**src/hw/rtl/i2cee_pkg.sv**
```systemverilog
// ----------------------------------------------------------------------------
// i2cee_pkg
// Shared types and constants of the I2C EEPROM slave: item codes, register
// indexes and the request and response bundles of the remainder unit.
// ----------------------------------------------------------------------------
`default_nettype none

package i2cee_pkg;

   localparam int DVD_W = 16;
   localparam int DSR_W = 17;
   localparam int CSR_IDX_W = 2;
   localparam int CSR_DATA_W = 9;

   typedef enum logic [2:0] {
      FUNC_START_STOP  = 3'd0,
      FUNC_BUS_WRITE   = 3'd1,
      FUNC_BUS_READ    = 3'd2,
      FUNC_DIRECT_WRITE = 3'd3,
      FUNC_DIRECT_READ = 3'd4
   } func_type;

   localparam logic [CSR_IDX_W-1:0] CSR_DEV_WRITE_ADDR = 2'd0;
   localparam logic [CSR_IDX_W-1:0] CSR_DEV_READ_ADDR  = 2'd1;
   localparam logic [CSR_IDX_W-1:0] CSR_PAGE_BYTES     = 2'd2;

   localparam logic [7:0] RST_DEV_WRITE_ADDR = 8'd160;
   localparam logic [7:0] RST_DEV_READ_ADDR  = 8'd161;
   localparam logic [8:0] RST_PAGE_BYTES     = 9'd32;

   typedef struct packed {
      logic             start;
      logic [DVD_W-1:0] dividend;
      logic [DSR_W-1:0] divisor;
   } div_req_type;

   typedef struct packed {
      logic             done;
      logic [DVD_W-1:0] remainder;
   } div_rsp_type;

endpackage

`default_nettype wire

```
**src/hw/rtl/i2cee_div.sv**
```systemverilog
// ----------------------------------------------------------------------------
// i2cee_div
// Restoring remainder unit: one quotient bit per cycle, a one-cycle done
// pulse with the remainder held afterwards.
// ----------------------------------------------------------------------------
`default_nettype none

module i2cee_div (
   input  wire                 clock,
   input  wire                 reset,
   input  i2cee_pkg::div_req_type req,
   output i2cee_pkg::div_rsp_type rsp
);

   logic                             busy_ff, busy_in;
   logic                             done_ff, done_in;
   logic [3:0]                       cnt_ff, cnt_in;
   logic [i2cee_pkg::DVD_W-1:0]      rem_ff, rem_in;
   logic [i2cee_pkg::DVD_W-1:0]      dvd_ff, dvd_in;
   logic [i2cee_pkg::DSR_W-1:0]      dsr_ff, dsr_in;
   logic [i2cee_pkg::DSR_W-1:0]      trial;

   assign trial = {rem_ff, dvd_ff[i2cee_pkg::DVD_W-1]};

   always_comb begin
      busy_in = busy_ff;
      done_in = 1'b0;
      cnt_in  = cnt_ff;
      rem_in  = rem_ff;
      dvd_in  = dvd_ff;
      dsr_in  = dsr_ff;
      if (req.start) begin
         busy_in = 1'b1;
         cnt_in  = 4'd0;
         rem_in  = '0;
         dvd_in  = req.dividend;
         dsr_in  = req.divisor;
      end else if (busy_ff) begin
         // The partial remainder stays below the divisor, so it fits 16 bits.
         if (trial >= dsr_ff) begin
            rem_in = i2cee_pkg::DVD_W'(trial - dsr_ff);
         end else begin
            rem_in = trial[i2cee_pkg::DVD_W-1:0];
         end
         dvd_in = {dvd_ff[i2cee_pkg::DVD_W-2:0], 1'b0};
         cnt_in = cnt_ff + 4'd1;
         if (cnt_ff == 4'd15) begin
            busy_in = 1'b0;
            done_in = 1'b1;
         end
      end
   end

   always_ff @(posedge clock) begin
      if (reset) begin
         busy_ff <= 1'b0;
         done_ff <= 1'b0;
         cnt_ff  <= 4'd0;
      end else begin
         busy_ff <= busy_in;
         done_ff <= done_in;
         cnt_ff  <= cnt_in;
      end
      rem_ff <= rem_in;
      dvd_ff <= dvd_in;
      dsr_ff <= dsr_in;
   end

   assign rsp.done      = done_ff;
   assign rsp.remainder = rem_ff;

endmodule

`default_nettype wire

```
**config.mk**
```make
export PLATFORM = sky130hd
export DESIGN_NAME = i2cee_div
export DESIGN_NICKNAME = d
export VERILOG_FILES = /design/src/hw/rtl/i2cee_pkg.sv /design/src/hw/rtl/i2cee_div.sv
export SDC_FILE = /design/constraint.sdc
export NUM_CORES = 1
export LEC_CHECK = 0
export BUFFER_PORTS_ARGS = -buffer_cell sky130_fd_sc_hd__buf_2
export CAP_MARGIN = 20
export CELL_PAD_IN_SITES_DETAIL_PLACEMENT = 2
export CELL_PAD_IN_SITES_GLOBAL_PLACEMENT = 2
export CORE_MARGIN = 2
export CORE_UTILIZATION = 36
export CTS_CLUSTER_DIAMETER = 40
export DETAILED_ROUTE_END_ITERATION = 6
export GPL_ROUTABILITY_DRIVEN = 1
export PLACE_DENSITY = 0.8
export SYNTH_ARGS = -nofsm -noshare
export SYNTH_HDL_FRONTEND = slang
export SYNTH_SLANG_ARGS = --single-unit
```
**constraint.sdc**
```tcl
create_clock -name clock -period 2.57 [get_ports clock]
set_clock_uncertainty 0.05 [all_clocks]
set_input_delay 0.3855 -clock clock [delete_from_list [all_inputs] [get_ports clock]]
set_output_delay 0.3855 -clock clock [all_outputs]
set_load 0.01 [all_outputs]
```
* Yosys cells after proc, flatten, opt, wreduce, memory -nomap -nowiden
Index checks and enable logic that the tools add are counted.
** Word-level totals
- Register bits after elaboration :: 55
- Logic and storage cells :: 21
- Output and inout port bits :: 17
** Operators by class
- Bitwise operators :: 1
- Mux-type cells :: 7
- Reductions and logical operators :: 3
- Order comparisons :: 1
- Eq/ne operators :: 1
- Add/subtract/negate cells :: 2
** Operators by type and width (number)
- $mux 16 :: 3
- $ge 17x17->1 :: 1
- $sub 16x16->16 :: 1
- $add 4x1->4 const B :: 1
- $eq 4x4->1 const B :: 1
- $mux 1 :: 4
- $reduce_or 3->1 :: 1
- $reduce_bool 2->1 :: 1
- $reduce_or 2->1 :: 1
- $not 1->1 :: 1

* Logic depth before layout (Yosys ltp)
Gate-level depths: netlist of the first run.
- Depth in word-level cells :: 4
- Mapped depth :: 11
- Gate-level depth less buffers :: 11

* Least setup slack after synthesis of the first run
Ideal clock, no wire load.
- Kind :: reg2reg
- Start :: register rem_ff[2] (netlist bit)
- End :: register rem_ff[0] (netlist bit)
- Data required time :: 2434 ps
- Path buffers :: 0
- Library setup time :: 86 ps
- Cell stages (with the launch flop) :: 8
- Slack :: 233 ps
- Arrival :: 2202 ps
- Path through :: dfxtp_1 ha_1 nand3_2 o21ai_2 a21oi_2 o41ai_4 mux2_2 a211oi_1
** On the way
- Cells in the longest elaborated chain, start to end :: 2
** RTL lines
- from (decl) :: RTL line i2cee_div.sv:18 : logic [i2cee_pkg::DVD_W-1:0] rem_ff, rem_in;
- from (signal assigned) :: RTL line i2cee_div.sv:64 : rem_ff <= rem_in;
- $ge 17x17->1 :: RTL line i2cee_div.sv:40 : if (trial >= dsr_ff) begin
- $mux 16 :: RTL line i2cee_div.sv:40
No other way between the ends.
A chain may end at the register's enable or synchronous reset.

* Worst setup path after layout of the first run
- Start :: register dvd_ff[15] (netlist bit)
- End :: register rem_ff[12] (netlist bit)
** On the way
- Cells in the longest elaborated chain, start to end :: 2
** RTL lines
- from (decl) :: RTL line i2cee_div.sv:19 : logic [i2cee_pkg::DVD_W-1:0] dvd_ff, dvd_in;
- from (signal assigned) :: RTL line i2cee_div.sv:65 : dvd_ff <= dvd_in;
- $sub 16x16->16 or $ge 17x17->1 (tied branches) :: RTL line i2cee_div.sv:41, i2cee_div.sv:40
- $mux 16 (*) :: RTL line i2cee_div.sv:40
Mark *: on every way between the ends. The rest lies on a longest branch, timed or not.

==> results of run 1 <==
-- layer usage --
metal | vias up | track usage, % | share of wire (%)
met5 | - | 0 | 0
met4 | 0 | 4.589 | 1.1
met3 | 7 | 3.033 | 2.6
met2 | 34 | 32.80 | 53
met1 | 1121 | 21.61 | 43
li1 | 1101 | - | -
-- cells by family after synthesis --
logic type | count (synthesis) | share of synthesized area (%)
AO/OA/AOI/OAI | 62 | 14.06
flip-flops | 55 | 48.29
buffers and inverters | 31 | 4.306
adder cells (fa/ha/maj) | 19 | 8.274
XOR/XNOR | 17 | 5.023
multiplexers | 30 | 10.81
AND/OR/NAND/NOR | 60 | 9.245
-- through the flow --
| stage | util (%) | power [mW] | setup WS [ns] |
|---|---|---|---|
| 2_1_floorplan | - | 1.384 | 0.2329 |
| 3_3_place_gp | 41.47 | 1.511 | 0.03916 |
| 3_5_place_dp | 41.47 | 1.538 | -0.08530 |
| 4_1_cts | 42.76 | 2.079 | 0.03059 |
| 5_1_grt | 43.55 | 2.197 | -0.09485 |
| 6_report | 43.55 | 2.076 | 0.05002 |
-- timing repair --
action / CTS / global route
cloned: 0 / 0
pin swaps: 2 / 8
hold buffers: 0 / 0
resized for setup: 2 / 9
setup endpoints to repair: 2 / 16
buffers inserted: 0 / 3
-- cells in the final DEF, fill, tap and decap left out, drive strengths merged --
cell	n
mux2i	14
edfxtp	33
xor2	7
fa	1
a21o	5
or2	1
mux2	16
nand2	17
a211oi	13
dfxtp	22
buf	61
inv	23
and2	3
and4	1
o21a	1
nand2b	1
nor2	25
ha	18
nor2b	2
a311oi	1
o31a	2
o221ai	1
a31oi	2
o41ai	1
nand4	4
a21oi	19
o21bai	3
and3	1
clkinv	2
xnor2	10
clkbuf	5
o211ai	1
o21ai	13
nor3	2
nand3	2
or2b	1
-- critical path, stage by stage (launching register included) --
cell and delay [ns]:
edfxtp_1 0.39, inv_2 0.09, ha_4 0.13, inv_2 0.05, fa_2 0.39, a211oi_2 0.29, o211ai_1 0.15, a311oi_1 0.32
o21bai_1 0.13, xor2_1 0.16, mux2i_1 0.18, a211oi_2 0.08
-- state kept, by name (all words and copies together) (netlist names) --
signal,flops
busy_ff,1
rem_ff,16
dsr_ff,17
dvd_ff,16
cnt_ff,4
done_ff,1
-- power breakdown --
part | switching [mW] | total [mW] | internal [mW]
Sequential | 0.0383 | 1.05 | 1.01
Clock | 0.322 | 0.525 | 0.203
Combinational | 0.283 | 0.502 | 0.219
Total | 0.643 | 2.08 | 1.43
-- cell type report --
class	count	area [µm²]	area share (%)
multi-input combinational	188	1454	41.25
sequential	55	1431	40.61
timing repair buffer	61	327.8	9.301
tap	105	131.4	3.727
inverter	22	82.58	2.343
clock buffer	5	68.82	1.952
clock inverter	3	28.78	0.8165
-- how the worst min path moves through the flow --
stage	start	endpoint	slack, ns	cells past startpoint
after floorplan	cnt_ff[3]	done_ff	0.39	2
after global placement	cnt_ff[3]	done_ff	0.41	2
after detailed placement	cnt_ff[3]	done_ff	0.42	2
after CTS	reset	busy_ff	0.17	2
after global routing	req[15]	dsr_ff[15]	0.17	1
final	reset	busy_ff	0.17	2
-- cell usage after synthesis (all sizes together), types with 3 or more instances --
cell,number
inv,22
dfxtp,22
o21bai,3
o21ai,13
nor2,25
and2,3
nand4,4
nand2,17
xor2,7
xnor2,10
a21oi,19
mux2,16
clkbuf,7
a211oi,13
edfxtp,33
a21o,5
mux2i,14
ha,18
==> run metrics, run 1 <==
fin crit period=2.520 ns; CTS root buf=clkbuf_8; Antenna Nets Post-Route=0; Cell Area, Synth=0.002964 mm²; reg2reg start=dvd_ff[15]; CP Class=reg -> reg; die width=94.74 µm; Total Wirelength=7671 µm; Hold WS=0.1734 ns; clock sink count=55; top-area cell type share of the netlist area=33.43%; IO Pins=53; grt ovf=0; GP Congestion=0.8390; layout filler cell count=884; Seq/Total Area, Yosys=48.29%; cell count after placement=428; syn_nets=329; Synth Register Bits=55; Area contributors post-synth=edfxtp_1, dfxtp_1, ha_1; RSZ-0062 raised after global routing=yes; status=finished, final reports clean; Port Buf Inserts=52; area post-placement=0.003356 mm²; worst skew pair latency=0.32 ns; maximum vdd drop=0.2692 mV; Worst-path clk slew=0.11 ns; layout cell share with drive strength beyond 1=29.34%; FFs w/ async S/R, synth=0%; RR Endpoint=rem_ff[12]; f_max=396.8 MHz; initial antenna violation count=0; Yosys cell types=40; total number of vias=2,263; vias per inst=5.155; drc violations=0; die height=94.74 µm; DR iter-0 viols=44; Worst R2R Path Depth=11; GRT Total Usage=17.89%; peak fanout along the critical path=3; synthesis-to-layout area growth=18.91%; # nets final=388; CTS tree=built; # setup viols final=0; diode count=0; CTS buffer count=5; Max Cap Violations=0; crit share post-route=98.05%; initial core utilization=36.63%; vias in the first global route=2,536; die area=0.008976 mm²; Post-DP HPWL=5585 µm; core area=0.008093 mm²; Critical Path RT=2.73 ns; Post-Layout Cell Count=439; drt pass-1 iters=4; ys flop type=edfxtp_1; Worst Setup EP=rem_ff[12]; average routed wire per standard cell=17.47 µm; setup TNS=0 ns; Syn Area/Cell=10.82 µm²; arrival time worst endpoint=2.68 ns; largest net degree at the start of global routing=33; pwr/cell area=589.1 mW/mm²; startpoint types=register; actual slew at the worst max-slew pin=0.6106 ns; worst setup path start=dvd_ff[15]; r2r setup slk=0.05 ns; Final Hold Fails=0; leakage=1.495 nW; area leader, netlist=edfxtp_1; H-tree levels=2; max_slew headroom=59.25%; Post-Synthesis Cells=274; final instance area=0.003525 mm²; Row Count=33; max-slew violation count=0; Post-synth EDFFs=33; hold crit path type=in -> reg; maximum clock path buffer count=2; Ys Warns=0; CP Capture Type=register; first-pass GRT wire length=12,370 µm
Note: power is estimated with default switching activity, not from simulation.
==> run 2: changes to the inputs <==
==> config.mk (replaced) <==
export PLATFORM = sky130hd
export DESIGN_NAME = i2cee_div
export DESIGN_NICKNAME = d
export VERILOG_FILES = /design/src/hw/rtl/i2cee_pkg.sv /design/src/hw/rtl/i2cee_div.sv
export SDC_FILE = /design/constraint.sdc
export NUM_CORES = 1
export LEC_CHECK = 0
export CAP_MARGIN = 20
export CELL_PAD_IN_SITES_DETAIL_PLACEMENT = 2
export CELL_PAD_IN_SITES_GLOBAL_PLACEMENT = 2
export CORE_MARGIN = 2
export CORE_UTILIZATION = 30
export CTS_CLUSTER_DIAMETER = 40
export DETAILED_ROUTE_END_ITERATION = 6
export DONT_BUFFER_PORTS = 1
export GPL_ROUTABILITY_DRIVEN = 1
export PLACE_DENSITY = 0.61
export SYNTH_ARGS = -nofsm -noshare
export SYNTH_HDL_FRONTEND = slang
export SYNTH_SLANG_ARGS = --single-unit
==> run metrics, run 2 (synthesized netlist as in run 1, its figures left out) <==
max_slew headroom=60.51%; maximum vdd drop=0.2494 mV; startpoint types=register; GRT Total Usage=14.22%; CP Class=reg -> reg; layout cell share with drive strength beyond 1=22.26%; # nets final=355; pwr/cell area=593.1 mW/mm²; f_max=411.5 MHz; initial core utilization=30.61%; die area=0.01069 mm²; RSZ-0062 raised after global routing=yes; final instance area=0.003447 mm²; first-pass GRT wire length=11,810 µm; Total Wirelength=7300 µm; CTS buffer count=5; initial antenna violation count=0; die width=103.4 µm; Port Buf Inserts=0; WP buf/inv=2; Reg with most FFs=dsr_ff; Final Hold Fails=0; vias per inst=4.882; hold crit path type=in -> reg; total number of vias=2,119; most frequent cells in the layout=edfxtp_1, buf_4, nor2_1, dfxtp_1, inv_1; H-tree levels=2; die height=103.4 µm; fin crit period=2.430 ns; max reg flops=17; DR iter-0 viols=53; synthesis-to-layout area growth=16.29%; CP Capture Type=register; CTS tree=built; Worst-path clk slew=0.11 ns; peak fanout along the critical path=2; IO Pins=53; maximum clock path buffer count=2; CP max stage cell=edfxtp_1; GP Congestion=0.7721; diode count=0; average routed wire per standard cell=16.82 µm; Top Registers=dsr_ff: 17 flops, dvd_ff: 16 flops, rem_ff: 16 flops; drc violations=0; Critical Path RT=2.75 ns; status=finished, final reports clean; drt pass-1 iters=4; Post-DP HPWL=5478 µm; arrival time worst endpoint=2.61 ns; critical path, cell by cell=inv_2 -> ha_4 -> inv_4 -> fa_2 -> a211oi_4 -> o211ai_1 -> a311oi_1 -> o21bai_1 -> xor2_1 -> mux2i_1 -> a211oi_1; max-slew violation count=0; largest net degree at the start of global routing=52; core area=0.009684 mm²; Worst path max stage delay=0.39 ns; leakage=1.365 nW; area post-placement=0.003273 mm²; most common cell after layout, fill and taps aside=edfxtp_1; Max Cap Violations=0; Design Power=2.045 mW; crit share post-route=94.55%; worst skew pair latency=0.31 ns; vias in the first global route=2,299; grt ovf=0; Antenna Nets Post-Route=0; CTS root buf=clkbuf_8; clock sink count=55; final core utilization=35.59%; largest delay contributor family on the critical path=compound AO/OA/AOI/OAI gates; Row Count=36; # setup viols final=0; actual slew at the worst max-slew pin=0.5917 ns
[run 2: cell count changes in the layout (fill, tap and decap cells not counted), sizes merged]
cell,previous run,this run
inv,23,22
clkinvlp,0,1
clkbuf,5,6
buf,61,28
clkinv,2,1
[run 2: metal layers]
layer	track usage (%)	routed length (µm)
met1	17.06	3100
met3	3.696	295
met4	2.733	40
met5	0	0
met2	25.71	3864
[run 2: final timing paths]
check	startpoint	to	slack (ns)	depth (start not counted)
max	dvd_ff[15]	rem_ff[12]	0.14	11
min	reset	busy_ff	0.09	1
max reg2reg	dvd_ff[15]	rem_ff[12]	0.14	11
min reg2reg	cnt_ff[3]	done_ff	0.43	2
[run 2: final cells by class]
cell class	count	area [µm²]
fillers	1050	6237
multi-input cells	188	1460
flip-flops and latches	55	1431
repair buffers	28	210.2
well taps	133	166.4
inverters	22	85.08
clock buffers	6	82.58
clock inverters	2	11.26
[run 2: report_power, final]
| group | switching [mW] | internal [mW] | total [mW] |
|---|---|---|---|
| Combinational | 0.270 | 0.224 | 0.494 |
| Sequential | 0.0296 | 1.01 | 1.04 |
| Clock | 0.294 | 0.216 | 0.510 |
[run 2: what timing repair did]
action                     4_1_cts  5_1_grt
pin swaps                        1        8
buffers inserted                 0        3
hold buffers                     0        0
cloned                           0        0
setup endpoints to repair        2        6
gates resized for setup          1       14
[run 2: per-stage QoR]
step	cells	hold slack, ns	setup TNS (ns)	setup WS, ns
detailed placement	423	0.4110	-0.1586	-0.07967
finish	434	0.09207	0	0.1401
global route	434	0.06534	-0.1910	-0.1059
floorplan	274	0.3892	0	0.2329
CTS	431	0.07100	0	0.03594
global placement	423	0.4109	0	0.02654
